`src/rtl/gtt_pkg.sv`:
```
// Shared types and constants for the gate tempo tracker.
// Item structs, register indexes, Schmitt codes. No dependencies.
`default_nettype none

package gtt_pkg;

	localparam int TIME_W      = 32;
	localparam int GATE_W      = 16;
	localparam int MULT_OUT_W  = 5;
	localparam int CFG_INDEX_W = 3;
	localparam int CFG_DATA_W  = 16;

	localparam logic [CFG_INDEX_W-1:0] REG_SMOOTH_WEIGHT = 3'd0;
	localparam logic [CFG_INDEX_W-1:0] REG_DIVIDE_TWO    = 3'd1;
	localparam logic [CFG_INDEX_W-1:0] REG_DIVIDE_THREE  = 3'd2;
	localparam logic [CFG_INDEX_W-1:0] REG_SWING_TWO     = 3'd3;
	localparam logic [CFG_INDEX_W-1:0] REG_SWING_THREE   = 3'd4;
	localparam logic [CFG_INDEX_W-1:0] REG_FINE_MODE     = 3'd5;
	localparam logic [CFG_INDEX_W-1:0] REG_GATE_HIGH     = 3'd6;
	localparam logic [CFG_INDEX_W-1:0] REG_GATE_LOW      = 3'd7;

	localparam logic [1:0] SCH_UNKNOWN = 2'd0;
	localparam logic [1:0] SCH_LOW     = 2'd1;
	localparam logic [1:0] SCH_HIGH    = 2'd2;

	localparam logic [8:0]        WEIGHT_ONE = 9'd256;
	localparam logic [2:0]        MISS_LIMIT = 3'd4;
	localparam logic [TIME_W-1:0] TICK_Q8    = 32'd256;
	localparam logic [11:0]       FINE_BASE  = 12'd768;

	typedef struct packed {
		logic signed [GATE_W-1:0] gate_level;
		logic                     gate_connected;
	} in_item_t;

	typedef struct packed {
		logic                  trig_main;
		logic                  trig_two;
		logic                  trig_three;
		logic [TIME_W-1:0]     period_out;
		logic                  beat_seen;
		logic [MULT_OUT_W-1:0] matched_multiple;
	} out_item_t;

endpackage

`default_nettype wire

```
`src/rtl/gtt_divider.sv`:
```
// Restoring shift-subtract divider, one quotient bit per cycle.
// Divides a TIME_W-bit dividend by a narrow divisor; uses gtt_pkg.
`default_nettype none

module gtt_divider #(
	parameter int DIVISOR_W = 5
) (
	input  wire logic                      clk,
	input  wire logic                      arst_n,
	input  wire logic                      start,
	input  wire logic [gtt_pkg::TIME_W-1:0] dividend,
	input  wire logic [DIVISOR_W-1:0]      divisor,
	output logic                           done,
	output logic [gtt_pkg::TIME_W-1:0]     quotient
);
	import gtt_pkg::*;

	localparam int CW = $clog2(TIME_W);

	logic              busy_q;
	logic              done_q;
	logic [CW-1:0]     cnt_q;
	logic [TIME_W-1:0] quo_q;
	logic [DIVISOR_W-1:0] rem_q;

	logic [DIVISOR_W:0] part;
	logic [DIVISOR_W:0] diff;
	logic               ge;

	always_comb begin
		part = {rem_q, quo_q[TIME_W-1]};
		diff = part - {1'b0, divisor};
		ge   = part >= {1'b0, divisor};
	end

	always_ff @(posedge clk or negedge arst_n) begin
		if (!arst_n) begin
			busy_q <= 1'b0;
			done_q <= 1'b0;
			cnt_q  <= '0;
		end else begin
			done_q <= 1'b0;
			if (start) begin
				busy_q <= 1'b1;
				cnt_q  <= '0;
			end else if (busy_q) begin
				cnt_q <= cnt_q + CW'(1);
				if (cnt_q == CW'(TIME_W - 1)) begin
					busy_q <= 1'b0;
					done_q <= 1'b1;
				end
			end
		end
	end

	always_ff @(posedge clk) begin
		if (start) begin
			quo_q <= dividend;
			rem_q <= '0;
		end else if (busy_q) begin
			quo_q <= {quo_q[TIME_W-2:0], ge};
			rem_q <= ge ? diff[DIVISOR_W-1:0] : part[DIVISOR_W-1:0];
		end
	end

	assign done     = done_q;
	assign quotient = quo_q;

endmodule

`default_nettype wire

```
`src/rtl/gate_tempo_tracker_unit.sv`:
```
// Path per item: a disconnected gate goes straight to the result; otherwise the fire
// checks run, and a beat goes on to the multiple search (skipped at the miss limit), the
// divider on a match, and the smoothing. One item at a time; the multiple search on the
// shared 32x32 multiplier and the divider set the length. A finished item waits
// in the output register while the next one is accepted.
// Reset: registers to their defaults, all timers and pulses cleared, Schmitt unknown.
`default_nettype none

module gate_tempo_tracker_unit #(
	parameter int PULSE_TICKS  = 480,
	parameter int MAX_MULTIPLE = 19
) (
	input  wire logic                           clk,
	input  wire logic                           arst_n,
	input  wire logic                           cfg_write,
	input  wire logic [gtt_pkg::CFG_INDEX_W-1:0] cfg_index,
	input  wire logic [gtt_pkg::CFG_DATA_W-1:0]  cfg_data,
	input  wire logic                           in_valid,
	output logic                                in_stall,
	input  wire gtt_pkg::in_item_t              in_item,
	output logic                                out_valid,
	input  wire logic                           out_stall,
	output gtt_pkg::out_item_t                  out_item
);
	import gtt_pkg::*;

	localparam int MW  = $clog2(MAX_MULTIPLE + 1);
	localparam int MPW = TIME_W + MW;
	localparam int PW  = $clog2(PULSE_TICKS + 1);

	localparam logic [4:0] ST_IDLE = 5'd0;
	localparam logic [4:0] ST_FA1  = 5'd1;
	localparam logic [4:0] ST_FB1  = 5'd2;
	localparam logic [4:0] ST_FC1  = 5'd3;
	localparam logic [4:0] ST_FB2  = 5'd4;
	localparam logic [4:0] ST_FC2  = 5'd5;
	localparam logic [4:0] ST_PPM  = 5'd6;
	localparam logic [4:0] ST_PPS  = 5'd7;
	localparam logic [4:0] ST_SD   = 5'd8;
	localparam logic [4:0] ST_SM   = 5'd9;
	localparam logic [4:0] ST_SC   = 5'd10;
	localparam logic [4:0] ST_DIV  = 5'd11;
	localparam logic [4:0] ST_SMA  = 5'd12;
	localparam logic [4:0] ST_SMB  = 5'd13;
	localparam logic [4:0] ST_SMC  = 5'd14;
	localparam logic [4:0] ST_SMD  = 5'd15;
	localparam logic [4:0] ST_FIN  = 5'd16;

	// configuration
	logic [8:0]               weight_q;
	logic [3:0]               div2_q, div3_q;
	logic [9:0]               swing2_q, swing3_q;
	logic                     fine_q;
	logic signed [GATE_W-1:0] gate_hi_q, gate_lo_q;

	// tracker state
	logic [4:0]        state_q;
	logic [1:0]        sch_q;
	logic [2:0]        miss_q;
	logic [TIME_W:0]   bt_q;
	logic [TIME_W-1:0] ft_q [3];
	logic [TIME_W-1:0] period_q;
	logic [PW-1:0]     pulse_q [3];

	// per-item working registers
	logic signed [GATE_W-1:0] level_q;
	logic              seen_q;
	logic [MW-1:0]     matched_q;
	logic [MW-1:0]     m_q;
	logic [MPW-1:0]    mp_q;
	logic [MPW-1:0]    ad_q;
	logic              lt_q;
	logic [63:0]       pp_q;
	logic [TIME_W-1:0] cand_q;
	logic [40:0]       a_q;
	logic [63:0]       mul_q;
	logic              out_valid_q;
	out_item_t         out_q;

	// shared multiplier operands
	logic [TIME_W-1:0] mul_a, mul_b;

	logic [8:0]        w_eff;
	logic [3:0]        d2_eff, d3_eff;
	logic [11:0]       e2, e3;
	logic              sub_fire;
	logic [1:0]        sch_next;
	logic              edge_det;
	logic              bt_pos;
	logic [TIME_W-1:0] t_val;
	logic [MPW-1:0]    t_ext;
	logic [66:0]       five_sq;
	logic              match;
	logic [41:0]       smooth_sum;
	logic [TIME_W+1:0] bt_sub;
	logic [TIME_W+1:0] bt_add;
	logic [TIME_W:0]   ft_sum [3];
	logic              div_start;
	logic              div_done;
	logic [TIME_W-1:0] div_quo;
	logic              out_free;

	always_comb begin
		w_eff  = (weight_q > WEIGHT_ONE) ? WEIGHT_ONE : weight_q;
		d2_eff = (div2_q == 4'd0) ? 4'd1 : div2_q;
		d3_eff = (div3_q == 4'd0) ? 4'd1 : div3_q;
		e2     = fine_q ? (FINE_BASE + {2'b00, swing2_q}) : {swing2_q, 2'b00};
		e3     = fine_q ? (FINE_BASE + {2'b00, swing3_q}) : {swing3_q, 2'b00};
		sub_fire = {a_q[35:0], 10'b0} > {2'b00, mul_q[43:0]};
		t_val  = bt_q[TIME_W-1:0];
		t_ext  = MPW'(t_val);
		bt_pos = !bt_q[TIME_W] && (t_val != '0);
		five_sq = {1'b0, mul_q, 2'b00} + {3'b000, mul_q};
		match  = lt_q && (five_sq < {3'b000, pp_q});
		smooth_sum = {1'b0, a_q} + {1'b0, mul_q[40:0]} + 42'd128;
		bt_sub = {bt_q[TIME_W], bt_q} - {2'b00, period_q};
		bt_add = {bt_q[TIME_W], bt_q} + {2'b00, TICK_Q8};
		for (int k = 0; k < 3; k++) begin
			ft_sum[k] = {1'b0, ft_q[k]} + {1'b0, TICK_Q8};
		end
		div_start = (state_q == ST_SC) && match;
		out_free  = !out_valid_q || !out_stall;
	end

	// Schmitt trigger
	always_comb begin
		sch_next = sch_q;
		edge_det = 1'b0;
		case (sch_q)
			SCH_LOW: begin
				if (level_q >= gate_hi_q) begin
					sch_next = SCH_HIGH;
					edge_det = 1'b1;
				end
			end
			SCH_HIGH: begin
				if (level_q <= gate_lo_q) sch_next = SCH_LOW;
			end
			default: begin
				if (level_q >= gate_hi_q) sch_next = SCH_HIGH;
				else if (level_q <= gate_lo_q) sch_next = SCH_LOW;
			end
		endcase
	end

	always_comb begin
		mul_a = '0;
		mul_b = '0;
		case (state_q)
			ST_FA1: begin
				mul_a = ft_q[1];
				mul_b = TIME_W'(d2_eff);
			end
			ST_FB1: begin
				mul_a = period_q;
				mul_b = TIME_W'(e2);
			end
			ST_FC1: begin
				mul_a = ft_q[2];
				mul_b = TIME_W'(d3_eff);
			end
			ST_FB2: begin
				mul_a = period_q;
				mul_b = TIME_W'(e3);
			end
			ST_PPM: begin
				mul_a = period_q;
				mul_b = period_q;
			end
			ST_SM: begin
				mul_a = ad_q[TIME_W-1:0];
				mul_b = ad_q[TIME_W-1:0];
			end
			ST_SMA: begin
				mul_a = period_q;
				mul_b = TIME_W'(WEIGHT_ONE - w_eff);
			end
			ST_SMB: begin
				mul_a = cand_q;
				mul_b = TIME_W'(w_eff);
			end
			default: begin
				mul_a = '0;
				mul_b = '0;
			end
		endcase
	end

	always_ff @(posedge clk) begin
		mul_q <= mul_a * mul_b;
	end

	gtt_divider #(
		.DIVISOR_W(MW)
	) u_div (
		.clk      (clk),
		.arst_n   (arst_n),
		.start    (div_start),
		.dividend (t_val),
		.divisor  (m_q),
		.done     (div_done),
		.quotient (div_quo)
	);

	always_ff @(posedge clk or negedge arst_n) begin
		if (!arst_n) begin
			weight_q  <= 9'd128;
			div2_q    <= 4'd2;
			div3_q    <= 4'd3;
			swing2_q  <= 10'd256;
			swing3_q  <= 10'd256;
			fine_q    <= 1'b0;
			gate_hi_q <= 16'sd2048;
			gate_lo_q <= 16'sd0;
		end else if (cfg_write) begin
			case (cfg_index)
				REG_SMOOTH_WEIGHT: weight_q  <= cfg_data[8:0];
				REG_DIVIDE_TWO:    div2_q    <= cfg_data[3:0];
				REG_DIVIDE_THREE:  div3_q    <= cfg_data[3:0];
				REG_SWING_TWO:     swing2_q  <= cfg_data[9:0];
				REG_SWING_THREE:   swing3_q  <= cfg_data[9:0];
				REG_FINE_MODE:     fine_q    <= cfg_data[0];
				REG_GATE_HIGH:     gate_hi_q <= cfg_data;
				REG_GATE_LOW:      gate_lo_q <= cfg_data;
				default: ;
			endcase
		end
	end

	always_ff @(posedge clk or negedge arst_n) begin
		if (!arst_n) begin
			out_valid_q <= 1'b0;
		end else if (state_q == ST_FIN && out_free) begin
			out_valid_q <= 1'b1;
		end else if (!out_stall) begin
			out_valid_q <= 1'b0;
		end
	end

	always_ff @(posedge clk or negedge arst_n) begin
		if (!arst_n) begin
			state_q     <= ST_IDLE;
			sch_q       <= SCH_UNKNOWN;
			miss_q      <= '0;
			bt_q        <= '0;
			period_q    <= '0;
			seen_q      <= 1'b0;
			matched_q   <= '0;
			m_q         <= '0;
			for (int k = 0; k < 3; k++) begin
				ft_q[k]    <= '0;
				pulse_q[k] <= '0;
			end
		end else begin
			case (state_q)
				ST_IDLE: begin
					if (in_valid) begin
						seen_q    <= 1'b0;
						matched_q <= '0;
						state_q   <= in_item.gate_connected ? ST_FA1 : ST_FIN;
					end
				end
				ST_FA1: begin
					if (ft_q[0] > period_q) begin
						pulse_q[0] <= PW'(PULSE_TICKS);
						ft_q[0]    <= '0;
					end
					state_q <= ST_FB1;
				end
				ST_FB1: state_q <= ST_FC1;
				ST_FC1: begin
					if (sub_fire) begin
						pulse_q[1] <= PW'(PULSE_TICKS);
						ft_q[1]    <= '0;
					end
					state_q <= ST_FB2;
				end
				ST_FB2: state_q <= ST_FC2;
				ST_FC2: begin
					if (sub_fire) begin
						pulse_q[2] <= PW'(PULSE_TICKS);
						ft_q[2]    <= '0;
					end
					sch_q <= sch_next;
					m_q   <= MW'(1);
					if (edge_det && bt_pos) begin
						if (miss_q < MISS_LIMIT) begin
							state_q <= ST_PPM;
						end else begin
							miss_q  <= '0;
							state_q <= ST_SMA;
						end
					end else begin
						state_q <= ST_FIN;
					end
				end
				ST_PPM: state_q <= ST_PPS;
				ST_PPS: state_q <= ST_SD;
				ST_SD:  state_q <= ST_SM;
				ST_SM:  state_q <= ST_SC;
				ST_SC: begin
					if (match) begin
						matched_q <= m_q;
						miss_q    <= (m_q == MW'(1)) ? 3'd0 : miss_q + 3'd1;
						state_q   <= ST_DIV;
					end else if (m_q == MW'(MAX_MULTIPLE)) begin
						miss_q  <= '0;
						state_q <= ST_SMA;
					end else begin
						m_q     <= m_q + MW'(1);
						state_q <= ST_SD;
					end
				end
				ST_DIV: begin
					if (div_done) state_q <= ST_SMA;
				end
				ST_SMA: state_q <= ST_SMB;
				ST_SMB: state_q <= ST_SMC;
				ST_SMC: begin
					period_q <= smooth_sum[39:8];
					state_q  <= ST_SMD;
				end
				ST_SMD: begin
					if (bt_sub[TIME_W+1] && !bt_sub[TIME_W]) begin
						bt_q <= {1'b1, {TIME_W{1'b0}}};
					end else begin
						bt_q <= bt_sub[TIME_W:0];
					end
					for (int k = 0; k < 3; k++) begin
						ft_q[k]    <= '0;
						pulse_q[k] <= PW'(PULSE_TICKS);
					end
					seen_q  <= 1'b1;
					state_q <= ST_FIN;
				end
				ST_FIN: begin
					if (out_free) begin
						if (!bt_add[TIME_W+1] && bt_add[TIME_W]) begin
							bt_q <= {1'b0, {TIME_W{1'b1}}};
						end else begin
							bt_q <= bt_add[TIME_W:0];
						end
						for (int k = 0; k < 3; k++) begin
							ft_q[k] <= ft_sum[k][TIME_W] ? '1 : ft_sum[k][TIME_W-1:0];
							if (pulse_q[k] != '0) pulse_q[k] <= pulse_q[k] - PW'(1);
						end
						state_q <= ST_IDLE;
					end
				end
				default: state_q <= ST_IDLE;
			endcase
		end
	end

	always_ff @(posedge clk) begin
		if (state_q == ST_IDLE && in_valid) level_q <= in_item.gate_level;
		if (state_q == ST_FC2) begin
			mp_q   <= MPW'(period_q);
			cand_q <= t_val;
		end
		if (state_q == ST_SC && !match) mp_q <= mp_q + MPW'(period_q);
		if (state_q == ST_SC && !match && m_q == MW'(MAX_MULTIPLE)) cand_q <= t_val;
		if (state_q == ST_DIV && div_done) cand_q <= div_quo;
		if (state_q == ST_PPS) pp_q <= mul_q;
		if (state_q == ST_SD) ad_q <= (mp_q >= t_ext) ? (mp_q - t_ext) : (t_ext - mp_q);
		if (state_q == ST_SM) lt_q <= ad_q < MPW'(period_q);
		if (state_q == ST_FB1 || state_q == ST_FB2 || state_q == ST_SMB) a_q <= mul_q[40:0];
		if (state_q == ST_FIN && out_free) begin
			out_q.trig_main        <= pulse_q[0] != '0;
			out_q.trig_two         <= pulse_q[1] != '0;
			out_q.trig_three       <= pulse_q[2] != '0;
			out_q.period_out       <= period_q;
			out_q.beat_seen        <= seen_q;
			out_q.matched_multiple <= MULT_OUT_W'(matched_q);
		end
	end

	assign in_stall  = state_q != ST_IDLE;
	assign out_valid = out_valid_q;
	assign out_item  = out_q;

endmodule

`default_nettype wire

```
`config.mk`:
```
export PLATFORM = sky130hd
export DESIGN_NAME = gate_tempo_tracker_unit
export DESIGN_NICKNAME = d
export VERILOG_FILES = /design/src/rtl/gtt_pkg.sv /design/src/rtl/gtt_divider.sv /design/src/rtl/gate_tempo_tracker_unit.sv
export SDC_FILE = /design/constraint.sdc
export NUM_CORES = 2
export LEC_CHECK = 0
export ABC_AREA = 0
export BUFFER_PORTS_ARGS = -buffer_cell sky130_fd_sc_hd__buf_2
export CORE_ASPECT_RATIO = 0.8
export CORE_MARGIN = 8
export CORE_UTILIZATION = 45
export CTS_BUF_LIST = sky130_fd_sc_hd__clkbuf_8
export DETAILED_ROUTE_END_ITERATION = 12
export SETUP_SLACK_MARGIN = 0.1
export SYNTH_ARGS = -nofsm -noshare
export SYNTH_HDL_FRONTEND = slang
export SYNTH_SLANG_ARGS = --single-unit
```
`constraint.sdc`:
```
create_clock -name clk -period 11.5 [get_ports clk]
set_clock_uncertainty 0.05 [all_clocks]
set_input_delay 0.575 -clock clk [delete_from_list [all_inputs] [get_ports clk]]
set_output_delay 0.575 -clock clk [all_outputs]
set_load 0.05 [all_outputs]
```
==> results.sh <==
export IMPL_wl_met3_um=34700
export IMPL_maxCapViolations=0
export IMPL_grt_overflow=0
export IMPL_dpl_hpwl_um=228000
export IMPL_synth_top_area_cell="fa_1"
export IMPL_numPortBuffers=83
export IMPL_cts_sinks=635
export IMPL_power_mw=12.5
export IMPL_area_growth_pct=8.98
export IMPL_yosys_warnings=0
export IMPL_critical_path_arrival_ns=11.67
export IMPL_synth_ff_latch_count=635
export IMPL_drt_iter0_drc=7069
export IMPL_synth_cell_types=106
export IMPL_critPathSlowestCell="a221oi_2"
export IMPL_dieArea_sq_um=182000
export IMPL_synth_area_sq_um=76000
export IMPL_period_needed_ns=10.99
export IMPL_setup_viol=0
export IMPL_max_freq_ghz=0.0910
export IMPL_start_util_pct=45.1
export IMPL_cts_root_buf="clkbuf_8"
export IMPL_hold_viol=0
export IMPL_fp_dieH_um=384
export IMPL_antenna_found_initial=19
export IMPL_htreeDepth=3
export IMPL_worst_slew_pin_slew_ns=1.37
export IMPL_peakVddDrop_uv=115
export IMPL_rsz0062_at_grt="no"
export IMPL_grt_max_degree=163
export IMPL_first_global_vias=63000
export IMPL_wl_met2_um=112000
export IMPL_met1Wirelength_um=124000
export IMPL_cp_top_family="compound AO/OA/AOI/OAI gates"
export IMPL_powerDensity_nw_per_um2=150
export IMPL_worstPathMaxFanout=16
export IMPL_fin_crit_sh_pct=95.5
export IMPL_clock_path_buffers=3
export IMPL_rows=135
export IMPL_nFillCells=16100
export IMPL_drc=0
export IMPL_cellLeakagePower_nw=39.4
export IMPL_grt_usage_pct=30.6
export IMPL_grt_pass1_wl_um=418000
export IMPL_clk_latency_ns=0.93
export IMPL_die_width_um=475
export IMPL_pin_count=84
export IMPL_top_layer_used="met5"
export IMPL_setup_tns_ns=0
export IMPL_coreArea_sq_um=169000
export IMPL_design_area_sq_um=82800
export IMPL_yosys_top_cells_area="fa_1 (24%), ha_1 (12%), edfxtp_1 (12%)"
export IMPL_synth_nets=10100
export IMPL_ys_seq_area_share_pct=22.4
export IMPL_worstSetupPathType="reg -> reg"
export IMPL_start_kind="register"
export IMPL_placed_area_sq_um=79800
export IMPL_clk_pin_slew_worst_paths_ns=0.07
export IMPL_path_buf_inv=7
export IMPL_final_common_cell="inv_1"
export IMPL_hp_class="in -> reg"
export IMPL_cts_tree="yes"
export IMPL_numCtsBuffers=109
export IMPL_holdWs_ns=0.0976
export IMPL_slew_viol_final=0
export IMPL_status="finished, final reports clean"
export IMPL_worstPathRequired_ns=12.18
export IMPL_vias=63400
export IMPL_synthFlopType="edfxtp_1"
export IMPL_syn_area_per_cell_sq_um=9.01
export IMPL_async_flop_share_pct=41.9
export IMPL_cp_end_kind="register"
export IMPL_post_cts_buffers=0
export IMPL_synth_top_area_share_pct=23.8
export IMPL_synth_cells=8431
export IMPL_final_cell_mix="inv_1 (1416), fa_1 (902), nor2_1 (854), nand2_1 (787), ha_1 (743)"
export IMPL_slew_headroom_pct=8.54
export IMPL_gp_congestion=1.02
export IMPL_ant_nets=0
export IMPL_drt_wl_total_um=283000
export IMPL_vias_per_cell=5.84
export IMPL_dr_pass1_iters=8
export IMPL_nNetsFinal=10200
export IMPL_max_stage_delay_ns=1.13
export IMPL_wl_per_cell_um=26.0
export IMPL_synth_edf_count=300
export IMPL_layout_drive_gt1_share_pct=8.13
-- stage by stage --
step | std cells | util, % | setup slack [ns]
2_1_floorplan | 8431 | - | 1.78
3_3_place_gp | 10600 | 47.3 | 0.599
3_5_place_dp | 10600 | 47.3 | 0.637
4_1_cts | 10900 | 49.1 | 0.552
5_1_grt | 10900 | 49.1 | 0.169
6_report | 10900 | 49.1 | 0.512
-- flip-flops by register name, summed over array words and instances, names as in the netlist, 9 cells and up --
signal          cells
a_q                40
ad_q               37
bt_q               33
cand_q             32
ft_q               75
gate_hi_q          16
gate_lo_q          16
level_q            16
mp_q               37
mul_q              64
out_item           41
period_q           32
pp_q               64
pulse_q            27
swing2_q           10
swing3_q           10
u_div.quotient     32
weight_q            9
-- cell families (layout without fill, tap and decap cells) --
family	after synthesis	after routing	synth area share [%]
and+or+nand+nor	2343	2343	13.7
buffers and inverters	1752	1924	8.76
adders and majority gates	1645	1645	36.0
AOI/OAI and AO/OA	1639	1639	13.7
DFF	635	635	22.4
xor gates and xnor gates	250	250	2.88
muxes	167	167	2.43
other	0	4	0
-- final cells by class --
cell class | count | area, sq um | share of cell area (%)
Tap cell | 2260 | 2830 | 3.41
Antenna cell | 4 | 10.0 | 0.0121
Multi-Input combinational cell | 6044 | 52700 | 63.7
Clock buffer | 119 | 1640 | 1.98
Sequential cell | 635 | 17100 | 20.6
Clock inverter | 88 | 1010 | 1.22
Timing Repair Buffer | 310 | 2270 | 2.74
Inverter | 1407 | 5280 | 6.38
-- cell usage after synthesis (all sizes together) (16+ instances only) --
cell type  instances
nand2            788
a21oi            466
o31ai             19
fa               902
nand3            111
buf               42
a21boi            16
mux2i             60
or3               37
clkbuf           303
nand2b            58
and2              22
a21o             181
a31oi             51
nor2b             67
dfxtp             69
nor2             857
o211ai            29
a22o              33
nor3             100
a221oi            31
dfrtp            259
mux2             107
a221o             41
or2               52
a211oi            71
ha               743
and3              68
o21bai            54
nand4             98
o21a              46
xor2              89
o22ai             33
o21ai            424
a22oi             18
xnor2            161
edfxtp           300
nor4              37
a211o             36
inv             1399
-- where the power goes --
part	internal (mW)	switching [mW]	leakage (nW)	total [mW]
Sequential	2.95	0.649	6.62	3.59
Combinational	2.09	4.22	31.4	6.31
Clock	1.39	1.16	1.41	2.55
-- timing repair --
item                       4_1_cts  5_1_grt
hold endpoints to repair       144        0
gates resized for setup          0        1
hold buffers                    37        0
setup endpoints to repair        0        2
-- worst paths after layout --
path                                          start                 endpoint  slack (ns)  cells past startpoint
setup / recovery             state_q[4]$_DFFE_PN0P_        mul_q[37]$_DFF_P_        0.51                     32
hold / removal                          cfg_data[0]  weight_q[0]$_DFFE_PN0P_         0.1                      2
setup reg to reg             state_q[4]$_DFFE_PN0P_        mul_q[37]$_DFF_P_        0.51                     32
hold reg to reg            matched_q[2]$_DFFE_PN0P_    out_item[2]$_DFFE_PP_        0.40                      0
max in group asynchronous                    arst_n     ft_q[13]$_DFFE_PN0P_        9.09                      4
min in group asynchronous                    arst_n     bt_q[28]$_DFFE_PN0P_        0.19                      2
-- routing by layer --
layer  track usage, %  vias up
li1                 -    28100
met4             10.6       14
met3             10.4      584
met1             44.4    31600
met5                0        -
met2             42.5     3125
Power figures use the tool's default switching activity.
